## config.mk

```make
export PLATFORM = sky130hd
export DESIGN_NAME = chunk_frame_receiver_core
export DESIGN_NICKNAME = d
export VERILOG_FILES = /design/src/rtl/cfr_pkg.sv /design/src/rtl/chunk_frame_receiver_core.sv /design/src/rtl/cfr_parser.sv /design/src/rtl/cfr_emitter.sv
export SDC_FILE = /design/constraint.sdc
export NUM_CORES = 1
export LEC_CHECK = 0
export BUFFER_PORTS_ARGS = -buffer_cell sky130_fd_sc_hd__buf_2
export CAP_MARGIN = 20
export CORE_MARGIN = 1
export CORE_UTILIZATION = 45
export DETAILED_ROUTE_END_ITERATION = 8
export PLACE_DENSITY = 0.74
export SYNTH_ARGS = -nofsm -noshare
export SYNTH_HDL_FRONTEND = slang
export SYNTH_SLANG_ARGS = --single-unit
export TNS_END_PERCENT = 5
```

## constraint.sdc

```tcl
create_clock -name clk -period 7.3 [get_ports clk]
set_input_delay 1.095 -clock clk [delete_from_list [all_inputs] [get_ports clk]]
set_output_delay 1.095 -clock clk [all_outputs]
set_load 0.01 [all_outputs]
```

## src/rtl/cfr_pkg.sv

```systemverilog
// ----------------------------------------------------------------------------
// cfr_pkg: shared types and constants of the chunk frame receiver
// Item structs, verdict and reason codes, register indexes, front/back record.
// ----------------------------------------------------------------------------
package cfr_pkg;

	localparam int unsigned MaxFrames   = 10000;
	localparam int unsigned MaxSeqErrors = 10;
	localparam int unsigned QDepth      = 4;

	typedef struct packed {
		logic [7:0] rx_byte;
		logic       restart;
	} in_item_t;

	typedef struct packed {
		logic        kind;
		logic [7:0]  payload_byte;
		logic [1:0]  verdict;
		logic [3:0]  reason;
		logic        transfer_done;
		logic [23:0] total_length;
		logic        last;
	} out_item_t;

	localparam logic [1:0] V_ACK = 2'd0;
	localparam logic [1:0] V_NACK = 2'd1;
	localparam logic [1:0] V_NACK_ABORT = 2'd2;
	localparam logic [1:0] V_SILENT = 2'd3;

	localparam logic [3:0] R_OK = 4'd0;
	localparam logic [3:0] R_HS_VER = 4'd1;
	localparam logic [3:0] R_HS_TYPE = 4'd2;
	localparam logic [3:0] R_HS_LEN = 4'd3;
	localparam logic [3:0] R_HS_SUM = 4'd4;
	localparam logic [3:0] R_MAGIC = 4'd5;
	localparam logic [3:0] R_FRAMES = 4'd6;
	localparam logic [3:0] R_VER = 4'd7;
	localparam logic [3:0] R_CHUNK = 4'd8;
	localparam logic [3:0] R_TOTAL = 4'd9;
	localparam logic [3:0] R_SEQ = 4'd10;
	localparam logic [3:0] R_SEQ_MANY = 4'd11;
	localparam logic [3:0] R_SUM = 4'd12;

	localparam logic [2:0] REG_VERSION = 3'd0;
	localparam logic [2:0] REG_HS_TYPE = 3'd1;
	localparam logic [2:0] REG_FINAL_TYPE = 3'd2;
	localparam logic [2:0] REG_MAGIC = 3'd3;
	localparam logic [2:0] REG_MAX_CHUNK = 3'd4;
	localparam logic [2:0] REG_MAX_TOTAL = 3'd5;

	// one result pair from the parser: an optional byte result, then an
	// optional verdict result
	typedef struct packed {
		logic        has_byte;
		logic [7:0]  data;
		logic [23:0] byte_total; // total seen by the byte result
		logic        has_verdict;
		logic [1:0]  verdict;
		logic [3:0]  reason;
		logic        done;
		logic [23:0] total;
	} ev_t;

	// mod-255 add of two residues (each below 255)
	function automatic logic [7:0] add255(input logic [7:0] a, input logic [7:0] b);
		logic [8:0] s;
		s = {1'b0, a} + {1'b0, b};
		if (s >= 9'd255) s = s - 9'd255;
		return s[7:0];
	endfunction

endpackage

```

## src/rtl/chunk_frame_receiver_core.sv

```systemverilog
// ----------------------------------------------------------------------------
// chunk_frame_receiver_core: byte-serial sequenced frame receiver
// Parses handshake and data frames, checks Fletcher-16, sequence and limits.
// ----------------------------------------------------------------------------
// channel  | direction | handshake          | payload
// in       | input     | in_valid/in_stall   | in_data (in_item_t)
// out      | output    | out_valid/out_stall | out_data (out_item_t)
// cfg      | input     | cfg_we              | cfg_index, cfg_wdata
//
// One byte per cycle while in_stall is low: the parser updates all frame state as each byte is taken.
// Results pass through a 4-entry queue; a byte with a verdict leaves as two
// items, the byte and then the verdict. in_stall rises only when the queue is full.
// Reset clears parser state and queue; registers return to their reset values.
module chunk_frame_receiver_core
	import cfr_pkg::*;
(
	input  logic        clk,
	input  logic        arst_n,
	input  logic        in_valid,
	output logic        in_stall,
	input  in_item_t    in_data,
	output logic        out_valid,
	input  logic        out_stall,
	output out_item_t   out_data,
	input  logic        cfg_we,
	input  logic [2:0]  cfg_index,
	input  logic [31:0] cfg_wdata
);

	logic [7:0]  ver_q, hst_q, fin_q;
	logic [31:0] magic_q;
	logic [15:0] maxc_q;
	logic [23:0] maxt_q;
	logic        take, ev_valid, full, empty;
	ev_t         ev;

	always_ff @(posedge clk or negedge arst_n) begin
		if (!arst_n) begin
			ver_q <= 8'd1; hst_q <= 8'd0; fin_q <= 8'd2; magic_q <= '0;
			maxc_q <= 16'd8192; maxt_q <= 24'd1048576;
		end else if (cfg_we) begin
			case (cfg_index)
				REG_VERSION: ver_q <= cfg_wdata[7:0];
				REG_HS_TYPE: hst_q <= cfg_wdata[7:0];
				REG_FINAL_TYPE: fin_q <= cfg_wdata[7:0];
				REG_MAGIC: magic_q <= cfg_wdata;
				REG_MAX_CHUNK: maxc_q <= cfg_wdata[15:0];
				REG_MAX_TOTAL: maxt_q <= cfg_wdata[23:0];
				default: ;
			endcase
		end
	end

	assign in_stall = full;
	assign take = in_valid && !in_stall;

	cfr_parser u_parser (
		.clk, .arst_n, .take, .item(in_data),
		.version_cfg(ver_q), .handshake_type_code(hst_q),
		.final_type_code(fin_q), .magic_word(magic_q),
		.max_chunk_length(maxc_q), .max_total_length(maxt_q),
		.ev_valid, .ev
	);

	cfr_emitter u_emit (
		.clk, .arst_n, .ev_valid, .ev, .full, .empty,
		.valid(out_valid), .stall(out_stall), .result(out_data)
	);

	a_no_push_full: assert property (@(posedge clk) disable iff (!arst_n)
		full |-> !ev_valid) else $error("push into full queue");
	a_byte_has_no_verdict: assert property (@(posedge clk) disable iff (!arst_n)
		(out_valid && !out_data.kind) |-> (out_data.verdict == V_ACK
		&& out_data.reason == R_OK)) else $error("byte item carries verdict");
	a_empty_no_valid: assert property (@(posedge clk) disable iff (!arst_n)
		empty |-> !out_valid) else $error("valid with empty queue");

endmodule

```

## src/rtl/cfr_parser.sv

```systemverilog
// ----------------------------------------------------------------------------
// cfr_parser: front part of the receiver
// Accepts bytes, tracks frame phase, checksum and limits, and emits result
// records into the queue.
// ----------------------------------------------------------------------------
module cfr_parser
	import cfr_pkg::*;
(
	input  logic        clk,
	input  logic        arst_n,
	input  logic        take,
	input  in_item_t    item,
	input  logic [7:0]  version_cfg,
	input  logic [7:0]  handshake_type_code,
	input  logic [7:0]  final_type_code,
	input  logic [31:0] magic_word,
	input  logic [15:0] max_chunk_length,
	input  logic [23:0] max_total_length,
	output logic        ev_valid,
	output ev_t         ev
);

	typedef enum logic [2:0] {
		PH_HS_HEAD, PH_HS_MAGIC, PH_HEAD, PH_SEQ, PH_DATA, PH_SKIP, PH_DONE, PH_ABORT
	} phase_t;

	phase_t      phase_q, phase_d;
	logic [63:0] shift_q, shift_d;
	logic [15:0] cnt_q, cnt_d;
	logic [15:0] flen_q, flen_d;
	logic [7:0]  ftype_q, ftype_d;
	logic [15:0] xsum_q, xsum_d;
	logic [7:0]  slo_q, slo_d, shi_q, shi_d;
	logic [15:0] xseq_q, xseq_d;
	logic [23:0] total_q, total_d;
	logic [13:0] fcnt_q, fcnt_d;
	logic [3:0]  serr_q, serr_d;

	logic [7:0]  b, nlo, nhi;
	logic [63:0] sh;
	logic [15:0] cnt1;
	logic [31:0] len;
	logic [24:0] sumtot;
	logic [3:0]  serr_inc;

	always_comb begin
		b = item.rx_byte;
		nlo = add255(slo_q, b);
		nhi = add255(shi_q, nlo);
		sh = {shift_q[55:0], b};
		cnt1 = cnt_q + 16'd1;
		len = sh[63:32];
		sumtot = {1'b0, total_q} + {1'b0, flen_q};
		serr_inc = (serr_q < 4'd15) ? serr_q + 4'd1 : serr_q;

		phase_d = phase_q; shift_d = shift_q; cnt_d = cnt_q; flen_d = flen_q;
		ftype_d = ftype_q; xsum_d = xsum_q; slo_d = slo_q; shi_d = shi_q;
		xseq_d = xseq_q; total_d = total_q; fcnt_d = fcnt_q; serr_d = serr_q;
		ev = '0;

		if (item.restart) begin
			phase_d = PH_HS_HEAD; shift_d = '0; cnt_d = '0; flen_d = '0; ftype_d = '0;
			xsum_d = '0; slo_d = '0; shi_d = '0; xseq_d = '0; total_d = '0;
			fcnt_d = '0; serr_d = '0;
		end else begin
			case (phase_q)
				PH_HS_HEAD, PH_HEAD: begin
					if (phase_q == PH_HEAD && cnt_q == '0
						&& fcnt_q >= 14'(MaxFrames)) begin
						phase_d = PH_ABORT;
						ev.has_verdict = 1'b1; ev.verdict = V_SILENT; ev.reason = R_FRAMES;
					end else begin
						if (phase_q == PH_HEAD && cnt_q == '0) fcnt_d = fcnt_q + 14'd1;
						shift_d = sh;
						cnt_d = cnt1;
						if (cnt1 == 16'd8) begin
							cnt_d = '0;
							xsum_d = sh[15:0];
							ftype_d = sh[47:40];
							shift_d = '0; slo_d = '0; shi_d = '0;
							if (phase_q == PH_HS_HEAD) begin
								if (sh[31:24] != version_cfg) begin
									ev.reason = R_HS_VER;
								end else if (sh[23:16] != handshake_type_code) begin
									ev.reason = R_HS_TYPE;
								end else if (len != 32'd4) begin
									ev.reason = R_HS_LEN;
								end
								if (ev.reason != R_OK) begin
									phase_d = PH_ABORT;
									ev.has_verdict = 1'b1; ev.verdict = V_SILENT;
								end else begin
									phase_d = PH_HS_MAGIC;
								end
							end else begin
								if (sh[31:24] != version_cfg) begin
									ev.reason = R_VER;
								end else if (len > {16'd0, max_chunk_length}) begin
									ev.reason = R_CHUNK;
								end else if ({1'b0, total_q} + {9'd0, len[15:0]}
									> {1'b0, max_total_length}) begin
									ev.reason = R_TOTAL;
								end
								if (ev.reason != R_OK) begin
									phase_d = PH_ABORT;
									ev.has_verdict = 1'b1; ev.verdict = V_NACK_ABORT;
								end else begin
									flen_d = len[15:0];
									phase_d = PH_SEQ;
								end
							end
							ftype_d = sh[23:16];
						end
					end
				end
				PH_HS_MAGIC: begin
					slo_d = nlo; shi_d = nhi;
					shift_d = sh;
					cnt_d = cnt1;
					if (cnt1 == 16'd4) begin
						cnt_d = '0;
						shift_d = '0;
						ev.has_verdict = 1'b1;
						if ({nhi, nlo} != xsum_q) begin
							phase_d = PH_ABORT; ev.verdict = V_SILENT; ev.reason = R_HS_SUM;
						end else if (sh[31:0] != magic_word) begin
							phase_d = PH_ABORT; ev.verdict = V_SILENT; ev.reason = R_MAGIC;
						end else begin
							xseq_d = '0; total_d = '0; fcnt_d = '0; serr_d = '0;
							phase_d = PH_HEAD; ev.verdict = V_ACK;
						end
					end
				end
				PH_SEQ: begin
					shift_d = sh;
					cnt_d = cnt1;
					if (cnt1 == 16'd2) begin
						cnt_d = '0;
						shift_d = '0;
						if (sh[15:0] != xseq_q) begin
							serr_d = serr_inc;
							ev.has_verdict = 1'b1;
							if (serr_inc >= 4'(MaxSeqErrors)) begin
								phase_d = PH_ABORT; ev.verdict = V_NACK_ABORT;
								ev.reason = R_SEQ_MANY;
							end else begin
								phase_d = (flen_q == '0) ? PH_HEAD : PH_SKIP;
								ev.verdict = V_NACK; ev.reason = R_SEQ;
							end
						end else begin
							serr_d = '0;
							if (flen_q == '0) begin
								ev.has_verdict = 1'b1;
								if ({shi_q, slo_q} != xsum_q) begin
									phase_d = PH_HEAD; ev.verdict = V_NACK; ev.reason = R_SUM;
								end else begin
									total_d = sumtot[23:0];
									xseq_d = xseq_q + 16'd1;
									ev.verdict = V_ACK;
									ev.done = (ftype_q == final_type_code);
									phase_d = ev.done ? PH_DONE : PH_HEAD;
								end
							end else begin
								phase_d = PH_DATA;
							end
						end
					end
				end
				PH_DATA: begin
					slo_d = nlo; shi_d = nhi;
					ev.has_byte = 1'b1; ev.data = b;
					cnt_d = cnt1;
					if (cnt1 >= flen_q) begin
						cnt_d = '0;
						ev.has_verdict = 1'b1;
						if ({nhi, nlo} != xsum_q) begin
							phase_d = PH_HEAD; ev.verdict = V_NACK; ev.reason = R_SUM;
						end else begin
							total_d = sumtot[23:0];
							xseq_d = xseq_q + 16'd1;
							ev.verdict = V_ACK;
							ev.done = (ftype_q == final_type_code);
							phase_d = ev.done ? PH_DONE : PH_HEAD;
						end
					end
				end
				PH_SKIP: begin
					cnt_d = cnt1;
					if (cnt1 >= flen_q) begin
						cnt_d = '0; phase_d = PH_HEAD;
					end
				end
				default: ;
			endcase
		end
		ev.total = total_d;
		ev.byte_total = total_q;
	end

	assign ev_valid = take && (ev.has_byte || ev.has_verdict);

	always_ff @(posedge clk or negedge arst_n) begin
		if (!arst_n) begin
			phase_q <= PH_HS_HEAD; shift_q <= '0; cnt_q <= '0; flen_q <= '0;
			ftype_q <= '0; xsum_q <= '0; slo_q <= '0; shi_q <= '0; xseq_q <= '0;
			total_q <= '0; fcnt_q <= '0; serr_q <= '0;
		end else if (take) begin
			phase_q <= phase_d; shift_q <= shift_d; cnt_q <= cnt_d; flen_q <= flen_d;
			ftype_q <= ftype_d; xsum_q <= xsum_d; slo_q <= slo_d; shi_q <= shi_d;
			xseq_q <= xseq_d; total_q <= total_d; fcnt_q <= fcnt_d; serr_q <= serr_d;
		end
	end

endmodule

```

## src/rtl/cfr_emitter.sv

```systemverilog
// ----------------------------------------------------------------------------
// cfr_emitter: back part of the receiver
// Holds a short queue of result records and expands each into one or two
// output items.
// ----------------------------------------------------------------------------
module cfr_emitter
	import cfr_pkg::*;
(
	input  logic      clk,
	input  logic      arst_n,
	input  logic      ev_valid,
	input  ev_t       ev,
	output logic      full,
	output logic      empty,
	output logic      valid,
	input  logic      stall,
	output out_item_t result
);

	localparam int AW = $clog2(QDepth);

	ev_t           mem_q [QDepth];
	logic [AW-1:0] wp_q, rp_q;
	logic [AW:0]   cnt_q;
	logic          half_q; // byte part already sent
	ev_t           head;
	logic          pop, fire;

	assign head = mem_q[rp_q];
	assign full = (cnt_q == (AW+1)'(QDepth));
	assign empty = (cnt_q == '0);
	assign valid = !empty;
	assign fire = valid && !stall;
	// a record with both parts leaves after its verdict
	assign pop = fire && (half_q || !(head.has_byte && head.has_verdict));

	always_comb begin
		result = '0;
		result.total_length = head.total;
		if (head.has_byte && !half_q) begin
			result.kind = 1'b0;
			result.payload_byte = head.data;
			result.total_length = head.byte_total;
			result.last = !head.has_verdict;
		end else begin
			result.kind = 1'b1;
			result.verdict = head.verdict;
			result.reason = head.reason;
			result.transfer_done = head.done;
			result.last = 1'b1;
		end
	end

	always_ff @(posedge clk) begin
		if (ev_valid) mem_q[wp_q] <= ev;
	end

	always_ff @(posedge clk or negedge arst_n) begin
		if (!arst_n) begin
			wp_q <= '0; rp_q <= '0; cnt_q <= '0; half_q <= 1'b0;
		end else begin
			if (ev_valid) wp_q <= wp_q + AW'(1);
			if (pop) rp_q <= rp_q + AW'(1);
			cnt_q <= cnt_q + (AW+1)'(ev_valid) - (AW+1)'(pop);
			if (pop) half_q <= 1'b0;
			else if (fire) half_q <= 1'b1;
		end
	end

endmodule

```

# Word-level counts from Yosys, hierarchy flattened
# Memory sizes are Yosys's and may differ from the RTL's.
# Cells that the tools add are included.
classes:
  div: 0
  add_sub_neg: 14
  mul: 0
  shifts: 0
  n_reduce_logical: 51
  n_eq_ne: 39
  mux: 143
  magnitude_cmp: 8
  bitwise: 0
op_table:
  columns: ["cell", "n"]
  rows:
  - ["two-way mux 16 bit", 26]
  - ["two-way mux 56 bit", 5]
  - ["two-way mux 24 bit", 11]
  - ["one-hot mux 56 bit (3 select lines)", 1]
  - ["two-way mux 8 bit", 15]
  - ["two-way mux 4 bit", 24]
  - ["two-way mux 14 bit", 6]
  - ["one-hot mux 24 bit (3 select lines)", 1]
  - ["two-way mux 3 bit", 22]
  - ["one-hot mux 16 bit (4 select lines)", 1]
  - ["inequality test 16 bit", 3]
  - ["one-hot mux 16 bit (3 select lines)", 1]
  - ["two-way mux 7 bit", 6]
  - ["adder 16 x 1 -> 16 bit (second input constant)", 2]
  - ["> comparator 32 x 16 -> 1 bit", 1]
  - ["zero test 16 bit", 2]
  - ["inequality test 32 x 3 -> 1 bit (second input constant)", 1]
  - ["inequality test 32 bit", 1]
  - ["one-hot mux 8 bit (2 select lines)", 2]
  - ["one-hot mux 14 bit (2 select lines)", 1]
  - ["one-hot mux 7 bit (4 select lines)", 1]
  - ["adder 24 x 16 -> 25 bit", 1]
  - ["> comparator 25 x 24 -> 1 bit", 1]
  - ["adder 24 x 16 -> 24 bit", 1]
  - ["other kinds (47)", 119]
totals:
  romBits: 0
  output_inout_bits: 43
  latchBits: 0
  ff_bits: 293
  ram_bits: 260
  memories: 1
  in_bits: 49
mem_list:
  columns: ["name", "depth", "width", "rd", "rd_ports_with_merged_regs", "write_ports", "line", "source"]
  rows:
  - ["u_emit.mem_q", 4, 65, 1, 0, 1, "cfr_emitter.sv:22", "ev_t mem_q [QDepth];"]

# Logic depth before layout (Yosys ltp)
# Gate-level depths: netlist of run 1.
depth:
  word_depth: 21
  ltp_mapped: 31
  depth_no_buf: 31

# Modules after synthesis
# Synthesis of run 1 repeated with hierarchy kept, for this count alone.
hier_totals:
  cells_unflattened: 2605
  hier_area_um2: 30439.2
by_module_without_submodules:
  columns: ["mod", "cells_per_inst", "seq_area_each_um2", "instances", "area_each_um2"]
  rows:
  - ["cfr_parser", 1966, 4729.5, 1, 16410.7]
  - ["cfr_emitter", 431, 8007.7, 1, 10356.2]
  - ["chunk_frame_receiver_core", 208, 2407.3, 1, 3672.3]

# Least setup slack after synthesis of run 1
# Ideal clock, no wire load.
synth_path:
  path_kind: "in2reg"
  start: "input port in_data[1] (netlist name)"
  end: "memory u_emit.mem_q[0][0] (netlist name) (data pin)"
  setup_slack_ns: -0.292
  path_stages: 26
  arrival_time_ns: 7.326
  path_buffers: 2
  path_cell_list: "ha_1 -> inv_1 -> fa_1 -> inv_1 -> ha_1 -> clkbuf_1 -> o21ai_0 -> or3_1 -> o31ai_1 -> xnor2_1 -> inv_1 -> ha_1 -> fa_1 -> nand3_1 -> nand2_2 -> xor2_2 -> nand3_1 -> o41ai_4 -> or2_1 -> nand2_1 -> or4b_4 -> nor4_2 -> o21ai_1 -> o21a_1 -> buf_2 -> a32o_1"
synth_rtl:
  columns: ["item", "line", "source"]
  rows:
  - ["from (decl)", "chunk_frame_receiver_core.sv:21", "input in_item_t in_data,"]
  - ["to (decl)", "cfr_emitter.sv:22", null]

==> qor.csv, run 1 <==
metric,value,unit
# DRC,10,
multi-input gate area in the final layout,14200,sq um
GRT Util Overall,0.249,
CTS tree,built,
drt initial violations,2285,
DIE HEIGHT,261,microns
worst-path fanout max,12,
die area,68000,sq um
"Reg clk slew, reported paths",0.06,ns
I/O pin cnt,92,
worst-case clock skew,0.0377,ns
Post-DP HPWL,61000,microns
Internal Power,7.38,mW
RSZ-0062 raised after global routing,true,
Fill cells,5489,
clock sink count,553,
DR pass1 iterations,8,
post-cts sizing count,0,
Vias/cell,6.07,
clock share of power,0.270,
Mapped Area,30100,sq um
"Hold Vio Cnt, Final",0,
Port Buf Inserts,91,
Clock H-tree levels,2,
"Area growth, synth to finish",15.7,%
Max Slew Vio Count,0,
Synth Net Count,2805,
synth unique cells,98,
antenna-violating nets left,0,
WP data required,7.70,ns
clk_lat worst skew,0.64,ns
root buf cell,clkbuf_16,
CTS Buf Count,56,
Leakage,14.7,nW
VDD IR max,0.000247,V
Vias,22700,
wire per inst,22.5,microns
min Tclk post-route,6.99,ns
number of cell rows,94,
number of flops mapped to enable cells by yosys,260,
Yosys warnings,0,
CP Launch Type,input pin,
R2R Setup Slk,0.40,ns
Comb pwr share,0.387,
max-cap check violation count,0,
number of synthesized register bits,553,
initial antenna violation count,1,
failing checks,DRC,
endpoint type of the worst setup path,flip-flop,
FF+latch area,15100,sq um
Synth Flop Type,dfrtp_1,
setup bufs post-CTS,0,
Mapped Cells,2628,
CP arrival,7.38,ns
gr ovfl total,0,
Avg Inst Size Synth,11.5,sq um
vias in the first global route,22200,
first-pass GRT wire length,131000,microns
Hold/Removal Path Class,input pin to asynchronous set/reset pin,
Setup Viol. Count Final,0,
WS Path Type,input pin to flip-flop,
cts hold-fix bufs,0,
Max Buffers Root-to-Sink,3,
fmax,143,MHz
Chip Width,261,microns
sequential power share,0.343,
Total Wirelength,84200,microns
Core Box Area,66000,sq um
relative max-transition margin,0.324,
Hold WS,0.427,ns
register area share after synthesis,0.503,
routability-driven placement congestion ratio,0.963,
status,"complete, but fails checks",
sw frac,0.363,
fin crit share,0.957,
Synth async-reset ratio,0.530,
Nets,3013,
Net Switching,4.21,mW
Least-Margin Pin Slew,1.01,ns
layout cells sized above 1,0.214,
largest net degree at the start of global routing,88,
P per Cell Area,333,nW/um^2
Pwr Total,11.6,mW
Starting Density,0.456,
-- power by group through the flow --
stage / Combinational [mW] / Clock, mW / Sequential (mW)
after detailed placement: 4.41 / 0 / 4.02
final: 4.48 / 3.13 / 3.97
after CTS: 4.44 / 3.17 / 3.96
after global routing: 4.85 / 3.30 / 4.00
after floorplan: 2.90 / 0 / 3.85
after global placement: 4.34 / 0 / 4.00
-- per-layer routing --
layer	global-route usage	vias to the layer above	part of all wire
met2	0.392	929	0.46
met5	0	-	0
met1	0.361	11400	0.44
met3	0.0362	136	0.077
met4	0.0637	0	0.022
li1	-	10300	-
-- worst max-delay path: stages --
cell and delay [ns]:
buf_2 0.11, ha_1 0.20, inv_1 0.07, fa_1 0.45
inv_1 0.10, ha_1 0.16, o21ai_0 0.12, or3_1 0.40
o31ai_4 0.28, xnor2_1 0.20, inv_1 0.08, ha_1 0.21
fa_1 0.44, nand3_1 0.22, a21o_1 0.17, o211a_1 0.23
o221ai_1 0.14, a211o_1 0.23, or4_1 0.41, nor4b_1 0.35
nand4_1 0.18, buf_4 0.20, or3_1 0.41, o22ai_2 0.21
buf_12 0.17, buf_12 0.13, nand2_1 0.07, o2bb2ai_1 0.34
-- Yosys cell counts, types with 7 or more instances --
cell type,instances,area share
a211oi_1,21,0.0052
a21o_1,28,0.0070
a21oi_1,83,0.014
a22o_1,51,0.015
a31oi_1,28,0.0058
and2_1,26,0.0054
and3_1,22,0.0046
and4_1,11,0.0032
buf_1,9,0.0011
buf_2,8,0.0013
clkbuf_1,101,0.013
dfrtp_1,289,0.24
edfxtp_1,260,0.26
ha_1,123,0.051
inv_1,116,0.014
mux2_2,109,0.041
mux2i_1,38,0.013
mux4_2,65,0.049
nand2_1,235,0.029
nand2b_1,28,0.0058
nand3_1,69,0.011
nand4_1,59,0.012
nor2_1,119,0.015
nor2b_1,23,0.0048
nor3_1,42,0.0070
nor3b_1,8,0.0020
nor4_1,48,0.010
o211ai_1,19,0.0047
o21a_1,26,0.0065
o21ai_0,129,0.021
o21ai_1,11,0.0018
o21bai_1,13,0.0032
o22ai_1,7,0.0015
o2bb2ai_1,17,0.0049
o311ai_0,8,0.0023
o31ai_1,29,0.0072
o41ai_1,9,0.0026
or2_2,14,0.0029
or3_1,10,0.0021
or4_1,12,0.0030
xnor2_1,84,0.024
xor2_1,84,0.024
-- placed cells by master, fill, tap and decap left out, types with 91 or more instances in the layout --
cell	netlist	routed
buf_2	8	91
nor2_1	119	118
mux2_2	109	109
nand2_1	235	235
buf_4	4	172
o21ai_0	129	126
inv_1	116	115
edfxtp_1	260	260
ha_1	123	123
dfrtp_1	289	287
-- path summary, 6_finish.rpt --
check                                                     start                               end  cells after the start
worst min-delay path                                     arst_n     u_parser.slo_q[2]$_DFFE_PN0P_                      1
max in group asynchronous                                arst_n  u_parser.total_q[13]$_DFFE_PN0P_                      2
min in group clk                u_parser.ftype_q[5]$_DFFE_PN0P_   u_parser.ftype_q[5]$_DFFE_PN0P_                      2
worst max register to register    u_parser.slo_q[0]$_DFFE_PN0P_     u_emit.mem_q[2][15]$_DFFE_PP_                     27
worst max-delay path                                 in_data[1]     u_emit.mem_q[2][15]$_DFFE_PP_                     28
worst min register to register  u_parser.ftype_q[5]$_DFFE_PN0P_   u_parser.ftype_q[5]$_DFFE_PN0P_                      2
-- cells by family (layout without fill, tap and decap cells) --
logic type | after synthesis | after routing | share of synthesized area
and+or+nand+nor | 759 | 759 | 0.129
AOI/OAI and AO/OA | 560 | 560 | 0.128
DFF | 553 | 553 | 0.503
buffers and inverters | 243 | 499 | 0.0316
muxes | 212 | 212 | 0.102
xor gates and xnor gates | 173 | 173 | 0.0518
adders and majority gates | 128 | 128 | 0.0544
other | 0 | 1 | 0
-- flip-flops by register name (all words and copies together), names as in the netlist --
| name | count |
|---|---|
| u_parser.shi_q | 8 |
| hst_q | 8 |
| u_parser.shift_q | 56 |
| u_parser.total_q | 24 |
| magic_q | 32 |
| maxc_q | 16 |
| u_emit.rp_q | 2 |
| u_parser.xsum_q | 16 |
| u_parser.ftype_q | 8 |
| u_parser.serr_q | 4 |
| u_parser.fcnt_q | 14 |
| u_emit.mem_q | 260 |
| u_parser.flen_q | 16 |
| fin_q | 8 |
| u_parser.slo_q | 8 |
| u_emit.cnt_q | 3 |
| u_emit.wp_q | 2 |
| u_parser.cnt_q | 16 |
| ver_q | 8 |
| u_parser.xseq_q | 16 |
| u_parser.phase_q | 3 |
| u_emit.half_q | 1 |
| maxt_q | 24 |
-- layout make-up --
cell class | count | share of cell area
antenna | 1 | 0.0000718
clock buffer | 68 | 0.0441
clock inverter | 38 | 0.0144
inverter | 119 | 0.0128
multi-input combinational | 1832 | 0.407
sequential | 553 | 0.435
tap | 864 | 0.0310
timing repair buffer | 274 | 0.0564
-- metrics by stage --
step           std cells  instance area, sq um  setup TNS (ns)  setup slack, ns  utilization
6_report            3749                 34800               0            0.314        0.528
5_1_grt             3749                 34800         -0.0218         -0.00547        0.528
4_1_cts             3744                 34700               0           0.0189        0.526
3_5_place_dp        3638                 32700          -40.54           -0.372        0.496
3_3_place_gp        3637                 32700           -9.43           -0.166        0.495
2_1_floorplan       2628                 30200               0           0.0181            -
Power figures use the tool's default switching activity.
==> run 2: changes to the inputs <==
- GPL_TIMING_DRIVEN: not set -> 1
- REMOVE_ABC_BUFFERS: not set -> 1
- SYNTH_HIERARCHICAL: not set -> 1
==> run 2 against run 1 <==
Against the previous run: the run now ends clean; area after synthesis up 1.1%; die area is 1.1% higher; sequential power is 6.5% higher; via count is 0.75% lower; critical endpoint is now u_emit/mem_q[1][37]$_DFFE_PP_; critical path depth is 2 lower; first-iteration DRC count decreased by 14%; clock skew rose by 0.0019 ns; worst hold slack improved by 0.071 ns.
==> qor.csv, run 2 <==
metric,value,unit,change
Final Instance Count excl. Fillers,3692,,-1.5%
most frequent cells in the layout,"286 x dfrtp_1, 260 x edfxtp_1, 224 x nand2_1",,
Vias/cell,6.11,,+0.78%
CTS tree,built,,
P per Cell Area,375,nW/um^2,+13%
Yosys top cell by area,edfxtp_1,,
Hold/Removal Path Class,flip-flop to flip-flop,,
Clock H-tree levels,2,,unchanged
antenna-violating nets left,0,,unchanged
most frequent cell after synthesis,dfrtp_1,,
sw frac,0.390,,+0.0261
routability-driven placement congestion ratio,0.939,,-2.5%
initial antenna violation count,2,,+1
Setup Viol. Count Final,0,,unchanged
Yosys warnings,6,,+6
Max stage delay on crit path,0.55,ns,+0.10 ns
largest registers,"u_emit/mem_q: 260 flops, u_parser/shift_q: 56 flops, magic_q: 32 flops",,
max reg flops,260,,unchanged
clk_lat worst skew,0.63,ns,about the same
Mapped Area,30400,sq um,+1.1%
met3 GRT Util,0.0436,,+0.00737
share of the synthesized area in the top cell type,0.256,,-0.00278
Max Slew Vio Count,0,,unchanged
number of cell rows,94,,unchanged
Synth Flop Type,dfrtp_1,,
"Hold Vio Cnt, Final",0,,unchanged
clock share of power,0.233,,-0.037
Synth top cells by count,"289 x dfrtp_1, 260 x edfxtp_1, 224 x nand2_1",,
wire per inst,23.4,microns,+4.4%
top post-synthesis cells by area,"edfxtp_1 26%, dfrtp_1 24%, ha_1 5.0%",,
Port Buf Inserts,91,,unchanged
CP Launch Type,flip-flop,,
max-cap check violation count,0,,unchanged
Synth async-reset ratio,0.530,,unchanged
number of flops mapped to enable cells by yosys,260,,unchanged
Vias,22600,,-0.75%
GRT Util Overall,0.253,,+0.00393
drt initial violations,1974,,-14%
status,completed,,
vias in the first global route,22400,,+0.86%
Total Wirelength,86600,microns,+2.8%
largest net degree at the start of global routing,148,,+68%
Max Buffers Root-to-Sink,3,,unchanged
Core Box Area,66300,sq um,+0.53%
fin crit share,0.960,,+0.00354
Internal Power,7.94,mW,+7.6%
Post-DP HPWL,63100,microns,+3.3%
worst-case clock skew,0.0396,ns,+0.00188 ns
DR pass1 iterations,7,,-1
Least-Margin Pin Slew,1.19,ns,+0.171 ns
endpoint type of the worst setup path,flip-flop,,
cts hold-fix bufs,0,,unchanged
register area share after synthesis,0.498,,-0.00540
"Area growth, synth to finish",13.8,%,
grt met2 use,0.405,,+0.0131
Mapped Cells,2605,,-0.88%
Nets,2957,,-1.9%
min Tclk post-route,7.01,ns,+0.0259 ns
# DRC,0,,-10
I/O pin cnt,92,,unchanged
WP data required,7.62,ns,-0.08 ns
DIE HEIGHT,262,microns,+0.54%
number of synthesized register bits,553,,unchanged
Chip Width,262,microns,+0.54%
CP arrival,7.33,ns,-0.05 ns
gr ovfl total,0,,unchanged
layout cells sized above 1,0.207,,-0.00673
Crit-path slowest cell,dfrtp_1,,
GRT met1 Usage,0.355,,-0.00635
fmax,143,MHz,-0.37%
WS Path Type,flip-flop to flip-flop,,
root buf cell,clkbuf_16,,
RSZ-0062 raised after global routing,false,,
Most Crowded Layer GR,met2,,
Comb pwr share,0.442,,+0.055
R2R Setup Slk,0.29,ns,-0.11 ns
Antenna Cells,0,,-1
first-pass GRT wire length,133000,microns,+1.6%
sequential power share,0.326,,-0.017
synth unique cells,119,,+21%
placed insts,3583,,-1.5%
worst-path fanout max,13,,+1
setup TNS,0,ns,unchanged
Leakage,14.4,nW,-2.1%
clock sink count,553,,unchanged
die area,68700,sq um,+1.1%
"Reg clk slew, reported paths",0.06,ns,about the same
"commonest non-fill, non-tap cell in the layout",dfrtp_1,,
VDD IR max,0.000246,V,-0.39%
Starting Density,0.459,,+0.00250
setup bufs post-CTS,0,,unchanged
Net Switching,5.06,mW,+20%
Largest Register,u_emit/mem_q,,
relative max-transition margin,0.208,,-0.116
Fill cells,5699,,+3.8%
Pwr Total,13.0,mW,+12%
Avg Inst Size Synth,11.7,sq um,+2.0%
CTS Buf Count,57,,+1.8%
-- run 2: changes by cell type after synthesis, moves of 14 or more --
cell,delta
mux2i_1,-28
clkbuf_1,-26
mux2_4,+33
and3_1,+17
mux2_2,-18
buf_2,+14
xor2_1,-14
xnor2_1,+16
nand3_1,-26
-- run 2: power groups by stage --
stage               Clock, mW  Combinational, mW  Sequential (mW)
finish                   3.03               5.74             4.23
global route             3.20               6.21             4.28
CTS                      3.08               5.67             4.22
detailed placement          0               5.64             4.28
global placement            0               5.59             4.26
floorplan                   0               3.62             4.17
-- run 2: logic make-up (layout without fill, tap and decap cells) --
family | Yosys count | in the layout | synth area share
mux | 200 | 200 | 0.102
compound gates | 611 | 611 | 0.143
xor+xnor | 173 | 173 | 0.0507
simple gates | 704 | 704 | 0.120
buf+inv | 237 | 460 | 0.0340
flops | 553 | 553 | 0.498
fa+ha+maj | 127 | 127 | 0.0534
-- run 2: critical path, delay by kind of cell, from the launching register on --
kind | cells | cell delay (ns)
buffers and inverters | 2 | 0.41
xor gates and xnor gates | 1 | 0.11
DFF | 1 | 0.55
adders and majority gates | 3 | 1.04
AOI/OAI and AO/OA | 14 | 3.02
and+or+nand+nor | 6 | 1.55
-- run 2: repair_timing --
item / CTS / global route
gates resized for setup: 0 / 1
endpoints found under the hold margin: 0 / 0
endpoints found under the setup margin: 0 / 63
-- run 2: metal layers --
metal / share of wire / up-vias
met1: 0.44 / 11300
met2: 0.46 / 916
met5: 0.00027 / -
met3: 0.077 / 148
met4: 0.025 / 4
li1: - / 10200
-- run 2: cell type report --
class,count,area (sq um),share of cell area
flip-flops and latches,553,15200,0.437
clock buffers,77,1600,0.0463
inverters,120,450,0.0130
well taps,864,1080,0.0312
clock inverters,29,368,0.0106
repair buffers,234,1680,0.0485
multi-input cells,1815,14300,0.413
-- run 2: path summary, 6_finish.rpt --
kind,start,end,depth (start not counted)
min in group asynchronous,arst_n,u_parser/shift_q[49]$_DFFE_PN0P_,1
hold reg to reg,u_parser/fcnt_q[13]$_DFFE_PN0P_,u_parser/fcnt_q[13]$_DFFE_PN0P_,1
setup reg to reg,u_parser/total_q[0]$_DFFE_PN0P_,u_emit/mem_q[1][37]$_DFFE_PP_,26
setup / recovery,u_parser/total_q[0]$_DFFE_PN0P_,u_emit/mem_q[1][37]$_DFFE_PP_,26
max in group asynchronous,arst_n,u_parser/xseq_q[11]$_DFFE_PN0P_,2
hold / removal,u_parser/fcnt_q[13]$_DFFE_PN0P_,u_parser/fcnt_q[13]$_DFFE_PN0P_,1
-- run 2: through the flow --
stage          hold WS [ns]  instance area (sq um)  utilization  setup WS, ns
4_1_cts               0.499                  34600        0.522         0.338
5_1_grt               0.513                  34600        0.522       0.00955
6_report              0.498                  34600        0.522         0.289
2_1_floorplan         0.452                  29900            -        -0.266
3_3_place_gp          0.487                  32600        0.492        0.0552
3_5_place_dp          0.485                  32600        0.492       -0.0152
